$ cat config.mk
export PLATFORM = sky130hd
export DESIGN_NAME = websocket_frame_receiver
export DESIGN_NICKNAME = d
export VERILOG_FILES = /design/src/wsfr_pkg.sv /design/src/wsfr_front.sv /design/src/wsfr_queue.sv /design/src/wsfr_back.sv /design/src/websocket_frame_receiver.sv
export SDC_FILE = /design/constraint.sdc
export NUM_CORES = 1
export LEC_CHECK = 0
export BUFFER_PORTS_ARGS = -buffer_cell sky130_fd_sc_hd__buf_2
export CAP_MARGIN = 20
export CORE_ASPECT_RATIO = 1.1
export CORE_UTILIZATION = 50
export DETAILED_ROUTE_END_ITERATION = 12
export PLACE_DENSITY = 0.67
export SETUP_SLACK_MARGIN = 0.05
export SYNTH_ARGS = -nofsm -noshare
export SYNTH_HDL_FRONTEND = slang
export SYNTH_SLANG_ARGS = --single-unit
$ cat constraint.sdc
create_clock -name clk_i -period 4.9 [get_ports clk_i]
set_clock_uncertainty 0.05 [all_clocks]
set_input_delay 0.735 -clock clk_i [delete_from_list [all_inputs] [get_ports clk_i]]
set_output_delay 0.735 -clock clk_i [all_outputs]
set_load 0.05 [all_outputs]
$ cat src/wsfr_pkg.sv
`timescale 1ns / 1ps
package wsfr_pkg;

  localparam int unsigned LengthWidthDef = 64;
  localparam logic [31:0] MaxPayloadRst  = 32'd65536;
  localparam int unsigned QueueDepth     = 2;

  typedef enum logic [2:0] {
    PH_HDR0 = 3'd0,
    PH_HDR1 = 3'd1,
    PH_EXT  = 3'd2,
    PH_KEY  = 3'd3,
    PH_DATA = 3'd4
  } phase_e;

  typedef enum logic [2:0] {
    V_OK         = 3'd0,
    V_HEADER     = 3'd1,
    V_CTRL_FRAG  = 3'd2,
    V_CTRL_LONG  = 3'd3,
    V_OVERSIZE   = 3'd4,
    V_CLOSE_CODE = 3'd5,
    V_CLOSE_ONE  = 3'd6,
    V_UTF8       = 3'd7
  } verdict_e;

  localparam logic [3:0] OpText  = 4'd1;
  localparam logic [3:0] OpClose = 4'd8;

  // Byte class produced by the front parser for the back end.
  typedef enum logic [1:0] {
    BC_HDR0  = 2'd0,
    BC_HDR   = 2'd1,
    BC_DATA  = 2'd2
  } bclass_e;

  // One classified byte passing from the front to the back end.
  typedef struct packed {
    bclass_e    cls;
    logic [7:0] data;      // already unmasked for payload bytes
    logic [3:0] opcode;
    logic       fin;
    logic       frame_end;
    logic [6:0] flags;     // header-side faults, one bit per verdict code below V_UTF8, indexed by code
    logic       close_one;
    logic [1:0] pidx;      // 0, 1 or 2+ payload index (saturated)
  } item_t;

  function automatic logic [2:0] rank(input logic [2:0] v);
    logic [2:0] r;
    case (v)
      3'd0:    r = 3'd0;
      3'd1:    r = 3'd7;
      3'd2:    r = 3'd5;
      3'd3:    r = 3'd4;
      3'd4:    r = 3'd3;
      3'd5:    r = 3'd1;
      3'd6:    r = 3'd2;
      default: r = 3'd6;
    endcase
    return r;
  endfunction

  function automatic logic [2:0] merge(input logic [2:0] cur, input logic [2:0] v);
    return (rank(v) > rank(cur)) ? v : cur;
  endfunction

endpackage

$ cat src/wsfr_front.sv
`timescale 1ns / 1ps
module wsfr_front #(
  parameter int unsigned LengthWidth = wsfr_pkg::LengthWidthDef
) (
  input  logic               clk_i,
  input  logic               rst_ni,
  input  logic [31:0]        max_payload_i,
  input  logic               valid_i,
  output logic               ready_o,
  input  logic [7:0]         in_byte_i,
  output logic               push_o,
  input  logic               full_i,
  output wsfr_pkg::item_t    item_o
);

  localparam logic [LengthWidth-1:0] LenMax = '1;

  wsfr_pkg::phase_e       phase_q, phase_d;
  logic [7:0]             hdr_q, hdr_d;
  logic                   masked_q, masked_d;
  logic [3:0]             cnt_q, cnt_d;
  logic [LengthWidth-1:0] len_q, len_d;
  logic [LengthWidth-1:0] left_q, left_d;
  logic [31:0]            key_q, key_d;
  logic [1:0]             mpos_q, mpos_d;
  logic [6:0]             flg_q, flg_d;
  logic [1:0]             pidx_q, pidx_d;

  logic                   take;
  logic                   len_fin;
  logic [LengthWidth-1:0] len_new;
  logic                   end_now;
  logic [7:0]             kbyte;
  logic [3:0]             op_b;

  assign ready_o = !full_i;
  assign take    = valid_i && ready_o;
  assign op_b    = in_byte_i[3:0];

  always_comb begin
    case (mpos_q)
      2'd0:    kbyte = key_q[31:24];
      2'd1:    kbyte = key_q[23:16];
      2'd2:    kbyte = key_q[15:8];
      default: kbyte = key_q[7:0];
    endcase
  end

  always_comb begin
    phase_d = phase_q;
    hdr_d   = hdr_q;
    masked_d = masked_q;
    cnt_d   = cnt_q;
    len_d   = len_q;
    left_d  = left_q;
    key_d   = key_q;
    mpos_d  = mpos_q;
    flg_d   = flg_q;
    pidx_d  = pidx_q;
    len_fin = 1'b0;
    len_new = len_q;
    end_now = 1'b0;
    item_o  = '0;
    item_o.opcode = hdr_q[3:0];
    item_o.fin    = hdr_q[7];
    item_o.cls    = wsfr_pkg::BC_HDR;
    case (phase_q)
      wsfr_pkg::PH_HDR0: begin
        hdr_d  = in_byte_i;
        flg_d  = '0;
        mpos_d = '0;
        pidx_d = '0;
        key_d  = '0;
        item_o.cls    = wsfr_pkg::BC_HDR0;
        item_o.opcode = op_b;
        item_o.fin    = in_byte_i[7];
        if (in_byte_i[6:4] != 3'd0 || (op_b > 4'd2 && op_b < 4'd8) || op_b > 4'd10)
          flg_d[wsfr_pkg::V_HEADER] = 1'b1;
        if (op_b >= 4'd8 && !in_byte_i[7]) flg_d[wsfr_pkg::V_CTRL_FRAG] = 1'b1;
        phase_d = wsfr_pkg::PH_HDR1;
      end
      wsfr_pkg::PH_HDR1: begin
        masked_d = in_byte_i[7];
        if (in_byte_i[6:0] < 7'd126) begin
          len_new = LengthWidth'(in_byte_i[6:0]);
          len_fin = 1'b1;
        end else begin
          len_d   = '0;
          cnt_d   = (in_byte_i[6:0] == 7'd126) ? 4'd2 : 4'd8;
          phase_d = wsfr_pkg::PH_EXT;
        end
      end
      wsfr_pkg::PH_EXT: begin
        if (cnt_q == 4'd8 && in_byte_i[7] && len_q == '0)
          flg_d[wsfr_pkg::V_HEADER] = 1'b1;
        if (len_q[LengthWidth-1 -: 8] != 8'd0) begin
          len_new = LenMax;
          flg_d[wsfr_pkg::V_OVERSIZE] = 1'b1;
        end else begin
          len_new = {len_q[LengthWidth-9:0], in_byte_i};
        end
        len_d = len_new;
        cnt_d = cnt_q - 4'd1;
        if (cnt_q == 4'd1) len_fin = 1'b1;
      end
      wsfr_pkg::PH_KEY: begin
        key_d = {key_q[23:0], in_byte_i};
        cnt_d = cnt_q - 4'd1;
        if (cnt_q == 4'd1) begin
          phase_d = wsfr_pkg::PH_DATA;
          end_now = (left_q == '0);
        end
      end
      default: begin
        item_o.cls  = wsfr_pkg::BC_DATA;
        item_o.data = in_byte_i ^ (masked_q ? kbyte : 8'd0);
        item_o.pidx = pidx_q;
        mpos_d = mpos_q + 2'd1;
        if (pidx_q != 2'd2) pidx_d = pidx_q + 2'd1;
        left_d = left_q - LengthWidth'(1);
        end_now = (left_q == LengthWidth'(1)) || (left_q == '0);
        if (left_q == '0) left_d = '0;
      end
    endcase
    if (len_fin) begin
      len_d  = len_new;
      left_d = len_new;
      if (hdr_q[3] && len_new > LengthWidth'(125)) flg_d[wsfr_pkg::V_CTRL_LONG] = 1'b1;
      if (64'(len_new) > 64'(max_payload_i))
        flg_d[wsfr_pkg::V_OVERSIZE] = 1'b1;
      if (masked_d) begin
        cnt_d   = 4'd4;
        phase_d = wsfr_pkg::PH_KEY;
      end else begin
        phase_d = wsfr_pkg::PH_DATA;
        end_now = (len_new == '0);
      end
    end
    if (end_now) phase_d = wsfr_pkg::PH_HDR0;
    item_o.frame_end = end_now;
    item_o.flags     = flg_d;
    item_o.close_one = (hdr_q[3:0] == wsfr_pkg::OpClose) && (len_d == LengthWidth'(1));
  end

  assign push_o = take;

  always_ff @(posedge clk_i or negedge rst_ni) begin
    if (!rst_ni) begin
      phase_q  <= wsfr_pkg::PH_HDR0;
      hdr_q    <= '0;
      masked_q <= 1'b0;
      cnt_q    <= '0;
      len_q    <= '0;
      left_q   <= '0;
      key_q    <= '0;
      mpos_q   <= '0;
      flg_q    <= '0;
      pidx_q   <= '0;
    end else if (take) begin
      phase_q  <= phase_d;
      hdr_q    <= hdr_d;
      masked_q <= masked_d;
      cnt_q    <= cnt_d;
      len_q    <= len_d;
      left_q   <= left_d;
      key_q    <= key_d;
      mpos_q   <= mpos_d;
      flg_q    <= flg_d;
      pidx_q   <= pidx_d;
    end
  end

`ifndef SYNTHESIS
  a_key_count: assert property (@(posedge clk_i) disable iff (!rst_ni)
    phase_q == wsfr_pkg::PH_KEY |-> cnt_q >= 4'd1 && cnt_q <= 4'd4)
    else $error("key byte count out of range");
  a_ext_count: assert property (@(posedge clk_i) disable iff (!rst_ni)
    phase_q == wsfr_pkg::PH_EXT |-> cnt_q >= 4'd1 && cnt_q <= 4'd8)
    else $error("length byte count out of range");
  a_hold: assert property (@(posedge clk_i) disable iff (!rst_ni)
    !take |=> $stable(phase_q))
    else $error("phase moved without a transaction");
`endif

endmodule

$ cat src/wsfr_queue.sv
`timescale 1ns / 1ps
module wsfr_queue (
  input  logic            clk_i,
  input  logic            rst_ni,
  input  logic            push_i,
  input  wsfr_pkg::item_t item_i,
  output logic            full_o,
  output logic            empty_o,
  input  logic            pop_i,
  output wsfr_pkg::item_t item_o
);

  wsfr_pkg::item_t mem_q [wsfr_pkg::QueueDepth];
  logic            wp_q, rp_q;
  logic [1:0]      cnt_q;

  assign full_o  = (cnt_q == 2'(wsfr_pkg::QueueDepth));
  assign empty_o = (cnt_q == 2'd0);
  assign item_o  = mem_q[rp_q];

  always_ff @(posedge clk_i) begin
    if (push_i) mem_q[wp_q] <= item_i;
  end

  always_ff @(posedge clk_i or negedge rst_ni) begin
    if (!rst_ni) begin
      wp_q  <= 1'b0;
      rp_q  <= 1'b0;
      cnt_q <= '0;
    end else begin
      if (push_i) wp_q <= ~wp_q;
      if (pop_i) rp_q <= ~rp_q;
      cnt_q <= cnt_q + {1'b0, push_i} - {1'b0, pop_i};
    end
  end

`ifndef SYNTHESIS
  a_no_over: assert property (@(posedge clk_i) disable iff (!rst_ni)
    full_o |-> !push_i)
    else $error("push into full queue");
  a_no_under: assert property (@(posedge clk_i) disable iff (!rst_ni)
    empty_o |-> !pop_i)
    else $error("pop from empty queue");
  a_count: assert property (@(posedge clk_i) disable iff (!rst_ni)
    cnt_q <= 2'(wsfr_pkg::QueueDepth))
    else $error("queue count overflow");
`endif

endmodule

$ cat src/wsfr_back.sv
`timescale 1ns / 1ps
module wsfr_back (
  input  logic            clk_i,
  input  logic            rst_ni,
  input  logic            empty_i,
  input  wsfr_pkg::item_t item_i,
  output logic            pop_o,
  output logic            out_valid_o,
  input  logic            out_ready_i,
  output logic            kind_o,
  output logic [7:0]      out_byte_o,
  output logic [3:0]      opcode_o,
  output logic            fin_o,
  output logic            frame_end_o,
  output logic [2:0]      verdict_o
);

  logic [1:0]  upend_q, upend_d;
  logic        ubad_q, ubad_d;
  logic        cbad_q, cbad_d;
  logic [7:0]  chi_q, chi_d;
  logic        vld_q;
  logic        load;
  logic        feed;
  logic [15:0] code;
  logic [2:0]  verd;
  logic        ubad_f;

  assign load  = !empty_i && (!vld_q || out_ready_i);
  assign pop_o = load;
  assign code  = {chi_q, item_i.data};

  always_comb begin
    upend_d = upend_q;
    ubad_d  = ubad_q;
    cbad_d  = cbad_q;
    chi_d   = chi_q;
    feed    = 1'b0;
    if (item_i.cls == wsfr_pkg::BC_HDR0) begin
      upend_d = '0;
      ubad_d  = 1'b0;
      cbad_d  = 1'b0;
    end else if (item_i.cls == wsfr_pkg::BC_DATA) begin
      if (item_i.opcode == wsfr_pkg::OpClose) begin
        if (item_i.pidx == 2'd0) chi_d = item_i.data;
        else if (item_i.pidx == 2'd1) begin
          if (code < 16'd1000 || (code >= 16'd1004 && code <= 16'd1006) ||
              (code >= 16'd1012 && code <= 16'd1014) || code == 16'd1100)
            cbad_d = 1'b1;
        end else feed = 1'b1;
      end else if (item_i.opcode == wsfr_pkg::OpText) feed = 1'b1;
    end
    if (feed) begin
      if (upend_q != 2'd0) begin
        if (item_i.data[7:6] == 2'b10) upend_d = upend_q - 2'd1;
        else begin
          ubad_d  = 1'b1;
          upend_d = '0;
        end
      end else if (!item_i.data[7]) begin
        upend_d = '0;
      end else if (item_i.data[7:5] == 3'b110) upend_d = 2'd1;
      else if (item_i.data[7:4] == 4'b1110) upend_d = 2'd2;
      else if (item_i.data[7:3] == 5'b11110) upend_d = 2'd3;
      else ubad_d = 1'b1;
    end
    ubad_f = ubad_d || (upend_d != 2'd0);
    verd = wsfr_pkg::V_OK;
    for (int i = 1; i < 7; i++) begin
      if (item_i.flags[i]) verd = wsfr_pkg::merge(verd, 3'(i));
    end
    if (ubad_f) verd = wsfr_pkg::merge(verd, wsfr_pkg::V_UTF8);
    if (item_i.close_one) verd = wsfr_pkg::merge(verd, wsfr_pkg::V_CLOSE_ONE);
    if (cbad_d) verd = wsfr_pkg::merge(verd, wsfr_pkg::V_CLOSE_CODE);
  end

  always_ff @(posedge clk_i) begin
    if (load) begin
      kind_o      <= (item_i.cls == wsfr_pkg::BC_DATA);
      out_byte_o  <= (item_i.cls == wsfr_pkg::BC_DATA) ? item_i.data : 8'd0;
      opcode_o    <= item_i.opcode;
      fin_o       <= item_i.fin;
      frame_end_o <= item_i.frame_end;
      verdict_o   <= item_i.frame_end ? verd : wsfr_pkg::V_OK;
    end
  end

  always_ff @(posedge clk_i or negedge rst_ni) begin
    if (!rst_ni) begin
      vld_q   <= 1'b0;
      upend_q <= '0;
      ubad_q  <= 1'b0;
      cbad_q  <= 1'b0;
      chi_q   <= '0;
    end else begin
      if (load) vld_q <= 1'b1;
      else if (out_ready_i) vld_q <= 1'b0;
      if (load) begin
        upend_q <= upend_d;
        ubad_q  <= ubad_d;
        cbad_q  <= cbad_d;
        chi_q   <= chi_d;
      end
    end
  end

  assign out_valid_o = vld_q;

`ifndef SYNTHESIS
  a_hold_out: assert property (@(posedge clk_i) disable iff (!rst_ni)
    out_valid_o && !out_ready_i |=> out_valid_o && $stable(out_byte_o))
    else $error("stalled result changed");
  a_verd: assert property (@(posedge clk_i) disable iff (!rst_ni)
    out_valid_o && !frame_end_o |-> verdict_o == wsfr_pkg::V_OK)
    else $error("verdict outside frame end");
  a_kind: assert property (@(posedge clk_i) disable iff (!rst_ni)
    out_valid_o && !kind_o |-> out_byte_o == 8'd0)
    else $error("header byte carries data");
`endif

endmodule

$ cat src/websocket_frame_receiver.sv
`timescale 1ns / 1ps
// Channel  Direction  Handshake                     Payload
// in       input      in_valid_i / in_ready_o       in_byte_i
// out      output     out_valid_o / out_ready_i     kind, out_byte, opcode, fin, frame_end,
//                                                   verdict
// cfg      input      max_payload_we_i              max_payload_wdata_i
// One byte per clock sustained while out_ready_i stays high; a taken byte is written into
// the queue and later loaded into the output register, from which its result is presented.
// The front parser advances one header/payload step per accepted byte.
// A two-entry queue sits between parser and checker; in_ready_o drops only when it is full.
// Async active-low reset returns to awaiting the first header byte, max_payload = 65536.
module websocket_frame_receiver #(
  parameter int unsigned LengthWidth = wsfr_pkg::LengthWidthDef
) (
  input  logic        clk_i,
  input  logic        rst_ni,
  input  logic        max_payload_we_i,
  input  logic [31:0] max_payload_wdata_i,
  input  logic        in_valid_i,
  output logic        in_ready_o,
  input  logic [7:0]  in_byte_i,
  output logic        out_valid_o,
  input  logic        out_ready_i,
  output logic        kind_o,
  output logic [7:0]  out_byte_o,
  output logic [3:0]  opcode_o,
  output logic        fin_o,
  output logic        frame_end_o,
  output logic [2:0]  verdict_o
);

  logic [31:0]     max_q;
  logic            push, full, empty, pop;
  wsfr_pkg::item_t f_item, b_item;

  always_ff @(posedge clk_i or negedge rst_ni) begin
    if (!rst_ni) max_q <= wsfr_pkg::MaxPayloadRst;
    else if (max_payload_we_i) max_q <= max_payload_wdata_i;
  end

  wsfr_front #(.LengthWidth(LengthWidth)) u_front (
    .clk_i, .rst_ni, .max_payload_i(max_q), .valid_i(in_valid_i), .ready_o(in_ready_o),
    .in_byte_i, .push_o(push), .full_i(full), .item_o(f_item)
  );

  wsfr_queue u_queue (
    .clk_i, .rst_ni, .push_i(push), .item_i(f_item), .full_o(full), .empty_o(empty),
    .pop_i(pop), .item_o(b_item)
  );

  wsfr_back u_back (
    .clk_i, .rst_ni, .empty_i(empty), .item_i(b_item), .pop_o(pop),
    .out_valid_o, .out_ready_i, .kind_o, .out_byte_o, .opcode_o, .fin_o,
    .frame_end_o, .verdict_o
  );

endmodule
### After elaboration in Yosys (flattened, before gate mapping)

Memories as Yosys holds them, arrays and structs flattened.
Index checks and enable logic that the tools add are counted.

| operators by class | value |
|---|---|
| $lt $le $gt $ge | 21 |
| bitwise operators | 5 |
| $add $sub $neg | 7 |
| equality and inequality tests | 73 |
| muxes and demuxes | 126 |
| reduce and logical (&&, ||, !) cells | 57 |

Operators by type and width:

| kind | count |
|---|---|
| 2-to-1 mux 64 bit | 7 |
| one-hot mux 64 bit (2 select lines) | 2 |
| logical NOT 64 bit | 3 |
| one-hot mux 3 bit (7 select lines) | 8 |
| == test 64 x 1 -> 1 bit (second input constant) | 2 |
| 2-to-1 mux 3 bit | 40 |
| == test 3 bit (second input constant) | 25 |
| greater-than comparator 64 x 32 -> 1 bit | 1 |
| greater-than comparator 64 x 7 -> 1 bit (second input constant) | 1 |
| one-hot mux 32 bit (2 select lines) | 1 |
| subtractor 64 x 1 -> 64 bit (second input constant) | 1 |
| == test 3 x 2 -> 1 bit (second input constant) | 18 |
| 2-to-1 mux 1 bit | 38 |
| greater-or-equal comparator 16 x 10 -> 1 bit (second input constant) | 2 |
| less-or-equal comparator 16 x 10 -> 1 bit (second input constant) | 2 |
| == test 3 x 1 -> 1 bit (second input constant) | 9 |
| greater-than comparator 3 bit | 9 |
| logical NOT 3 bit | 9 |
| 2-to-1 mux 2 bit | 13 |
| one-hot mux 8 bit (3 select lines) | 1 |
| == test 16 x 11 -> 1 bit (second input constant) | 1 |
| == test 4 bit (second input constant) | 4 |
| less-than comparator 16 x 10 -> 1 bit (second input constant) | 1 |
| 2-to-1 mux 4 bit | 4 |
| 42 further kinds | 87 |

| word-level totals | value |
|---|---|
| word-level logic and storage cells | 315 |
| bits in registers | 254 |
| input port bits | 45 |
| memories | 1 |
| output and inout bits | 20 |
| bits in writable memories | 52 |

Memory list:

| memory | depth | bits a word | read ports | clocked after Yosys merged registers in | wr ports | RTL line | text |
|---|---|---|---|---|---|---|---|
| u_queue.mem_q | 2 | 26 | 1 | 0 | 1 | wsfr_queue.sv:13 | `wsfr_pkg::item_t mem_q [wsfr_pkg::QueueDepth];` |

### Longest topological paths before layout

An unclocked memory read counts as a cell.

| logic depth | value |
|---|---|
| word-level depth | 53 |
| gate-level depth with buffers | 17 |
| mapped depth without buffers | 15 |

### By module

A second synthesis with hierarchy kept.

| unflattened totals | value |
|---|---|
| cells, all modules | 1748 |
| area total of the unflattened synthesis | 16672.2 um^2 |

Modules (own cells, without submodules):

| module | area an instance (um^2) | cells an instance | instances | sequential area each (um^2) |
|---|---|---|---|---|
| wsfr_front | 11558.6 | 1448 | 1 | 4604.4 |
| wsfr_queue | 2173.3 | 96 | 1 | 1661.6 |
| wsfr_back | 1594.0 | 136 | 1 | 865.8 |
| websocket_frame_receiver | 1346.3 | 68 | 1 | 802.0 |

### Worst setup path after synthesis

Ideal clock, no wire load.

| timing path | value |
|---|---|
| path type | input to register |
| start point | input port in_byte_i[2] |
| end point | memory u_queue.mem_q[0][7] (netlist bit), data pin |
| stages | 16 |
| required time | 4.581 ns |
| path buffers | 2 |
| setup slack | 1.120 ns |
| data arrival time | 3.461 ns |
| library setup time | 0.269 ns |
| cell sequence | clkbuf_1 > and4_1 > nand3_1 > nand2_1 > clkbuf_1 > nand2_1 > o21ai_0 > ha_1 > a211oi_1 > o21bai_1 > a21oi_1 > nor2b_1 > o2111ai_1 > nand4_1 > a311oi_2 > nand2_1 |

RTL lines:

| item | RTL line | text |
|---|---|---|
| from (decl) | websocket_frame_receiver.sv:21 | `input logic [7:0] in_byte_i,` |
| to (decl) | wsfr_queue.sv:13 |  |

==> summary.md <==
| Metric | Value |
|---|---|
| H-tree levels | `2` |
| Reg power frac | `0.346` |
| # diodes | `0` |
| Post-Route Setup TNS | `0 ns` |
| Pint | `6.52 mW` |
| Total leakage power | `7.74 nW` |
| EDFF count, synth | `about 70` |
| Area Growth Syn to Fin | `12.2%` |
| Crit-path max FO | `14` |
| FP Rows | `69` |
| Syn nets | `between 1500 and 2000` |
| Fillers | `2936` |
| Sw Pwr | `4.78 mW` |
| Drt first-iter violations | `around 1500` |
| Vias | `approximately 15000` |
| Die W | `174 um` |
| Startpoint types | `flip-flop` |
| Via/cell ratio | `between 6 and 7` |
| Synth top cells by count | `293 x o21ai_0, 264 x nand2_1, 231 x dfrtp_1` |
| Least-Margin Pin Slew | `approximately 0.94 ns` |
| WL final | `about 48 mm` |
| First-pass GRT wire length | `between 70 and 80 mm` |
| Clock root buffer master | `clkbuf_16` |
| Clock power frac | `0.236` |
| Peak VDD IR | `just over 0.0004 V` |
| CTS buffer count | `35` |
| Postcts setup bufs | `0` |
| Chip height | `approximately 190 um` |
| IO buf count | `64` |
| Maximum clock insertion buffer count | `3` |
| Post-route antenna net violation count | `0` |
| Max Cap Violations | `0` |
| Clk_lat worst skew | `roughly 0.53 ns` |
| Fin nets | `around 2000` |
| # clock sinks | `300` |
| Unrepaired setup endpoints after global routing | `no` |
| Post-synth ARST share | `0.773` |
| Fin. max-slew vios | `0` |
| Seq. cell area | `between 7000 and 8000 um^2` |
| Final Hold Violating Endpoints | `0` |
| Most common cell in the synthesized netlist | `o21ai_0` |
| Gate power share | `0.418` |
| Cells after synthesis | `roughly 1900` |
| Switching share of power | `0.423` |
| Top cell type's share of synthesized area | `0.354` |
| Rel. slew slack | `0.370` |
| Max Clk Rate | `approximately 230 MHz` |
| Routability congestion estimate from global placement | `between 0.9 and 1` |
| Ports | `65` |
| HP Class | `in -> async` |
| Drt wl/cell | `approximately 20 um` |
| Post-layout min period | `approximately 4.4 ns` |
| PostCTS Resize Cnt | `0` |
| Largest net degree at the start of global routing | `112` |
| PwrDens | `a little over 600 nW/um^2` |
| Final setup fails | `0` |
| Critical Path RT | `approximately 5.1 ns` |
| Vias in the first global route | `~14000` |
| Power, Total | `around 11 mW` |
| Crit path kind | `reg -> reg` |
| Synth Warn # | `0` |
| Largest cells by area after synthesis | `dfrtp_1 35%, edfxtp_1 12%, o21ai_0 9.0%, nand2_1 6.1%, nor2_1 4.5%` |
| Die area | `~33000 um^2` |
| TritonCTS clock tree | `built` |
| Area of the multi-input gates | `around 7900 um^2` |
| #FFs+latches synth | `300` |
| Total track usage | `0.289` |
| Status | `finished, final reports clean` |
| Post-CTS Hold Fix Bufs | `0` |
| Register area share after synthesis | `0.480` |
| DRC Markers | `0` |
| Period utilization | `0.891` |
| Core Area | `32300 um^2` |
| Crit path DAT | `~4.6 ns` |
| Avg Cell Area, Syn | `8.80 um^2` |
| Initial Util | `0.506` |
| Initial antenna violation count | `0` |
| Crit. End Element | `flip-flop` |
| Clock transition at the registers of the reported paths | `approximately 0.06 ns` |
| Pre-antenna DRT Iters | `5` |
| Synth area leader | `dfrtp_1` |
| Post-DP HPWL | `33.6 mm` |
| Top FF cell, synth | `dfrtp_1` |
| GRT overflow | `0` |
| Synth Cell Area | `16400 um^2` |
| Netlist cell types | `between 70 and 80` |
| Fraction of layout cells with a size suffix above 1 | `0.113` |
-- area by class of cell --
cell class | instances | area share
inverter | 65 | 0.0133
tap | 426 | 0.0290
clock inverter | 16 | 0.0119
clock buffer | 46 | 0.0511
sequential | 300 | 0.428
multi-input combinational | 1382 | 0.428
timing repair buffer | 114 | 0.0391
-- critical path, stage by stage (launching register included) --
cell      delay, ns
dfrtp_1        0.58
or3b_1         0.38
buf_4          0.19
nand2_1        0.14
nand2_1        0.33
buf_4          0.33
nand2_1        0.07
o21ai_0        0.18
ha_1           0.38
nand4_1        0.15
nor4_1         0.56
nand3_1        0.18
a311oi_2       0.43
nand2_1        0.13
-- cell families (layout without fill, tap and decap cells) --
kind of cell / after synthesis / in the layout / share of synthesized area
multiplexers: 28 / 28 / 0.0184
AND/OR/NAND/NOR: 710 / 710 / 0.203
buffers and inverters: 176 / 241 / 0.0425
flip-flops: 300 / 300 / 0.480
AO/OA/AOI/OAI: 586 / 586 / 0.215
adder cells (fa/ha/maj): 46 / 46 / 0.0350
XOR/XNOR: 12 / 12 / 0.00643
-- cells in the final DEF (no fill, tap or decap), types with 12 or more instances in the layout --
cell type and instances:
nand2_1 262, a32oi_1 16, buf_4 49, a22oi_1 13, nand4_1 21, dfrtp_1 231, ha_1 45, o22ai_1 14
nor3_1 60, a31oi_1 21, inv_1 64, nand3_1 31, or3_1 12, a22o_1 49, a21oi_1 100, mux2_2 16
nor2_1 191, nor4_1 34, buf_2 63, edfxtp_1 68, and2_1 24, mux2i_1 12, clkbuf_16 35, or4_1 15
o21ai_0 292
-- through the flow --
stage | cells | utilization | area [um^2] | setup slack [ns] | hold WS (ns)
final | 2349 | 0.568 | 18400 | 0.535 | 0.233
after global routing | 2349 | 0.568 | 18400 | 0.302 | 0.304
after CTS | 2349 | 0.568 | 18400 | 0.605 | 0.266
after detailed placement | 2287 | 0.533 | 17200 | 0.477 | 0.421
after global placement | 2287 | 0.533 | 17200 | 0.626 | 0.411
after floorplan | 1858 | - | 16400 | 1.12 | 0.389
-- registers in the layout, indices dropped and copies added (netlist names), 5 cells and up --
register           cells
u_front.len_q         64
u_back.out_byte_o      8
u_front.hdr_q          5
u_front.left_q        64
u_front.flg_q          6
u_front.key_q         32
max_q                 32
u_back.chi_q           8
u_queue.mem_q         50
-- power by group through the flow --
stage	registers, mW	clock network, mW	logic [mW]
final	3.91	2.67	4.72
after global routing	3.99	2.80	5.14
after CTS	3.89	2.71	4.67
after detailed placement	3.92	0	4.65
after global placement	3.90	0	4.59
after floorplan	3.96	0	3.09
-- path summary, 6_finish.rpt --
check	from	endpoint	slack, ns	cells after the start
max in group asynchronous	rst_ni	u_front.left_q[36]$_DFFE_PN0P_	3.53	2
hold reg to reg	u_front.flg_q[6]$_DFFE_PN0P_	u_front.flg_q[6]$_DFFE_PN0P_	0.44	1
hold / removal	rst_ni	max_q[1]$_DFFE_PN0P_	0.23	1
setup / recovery	u_front.phase_q[0]$_DFFE_PN0P_	u_queue.mem_q[0][7]$_DFFE_PP_	0.53	13
min in group clk_i	max_payload_wdata_i[7]	max_q[7]$_DFFE_PN0P_	0.36	3
setup reg to reg	u_front.phase_q[0]$_DFFE_PN0P_	u_queue.mem_q[0][7]$_DFFE_PP_	0.53	13
-- layer usage --
layer | vias to the layer above | track usage | routed length, um
met2 | 636 | 0.491 | 23400
met3 | 133 | 0.0432 | 3250
met1 | 7086 | 0.371 | 19800
met5 | - | 0 | 0
li1 | 6817 | - | -
met4 | 0 | 0.117 | 1850
Power figures use the tool's default switching activity.
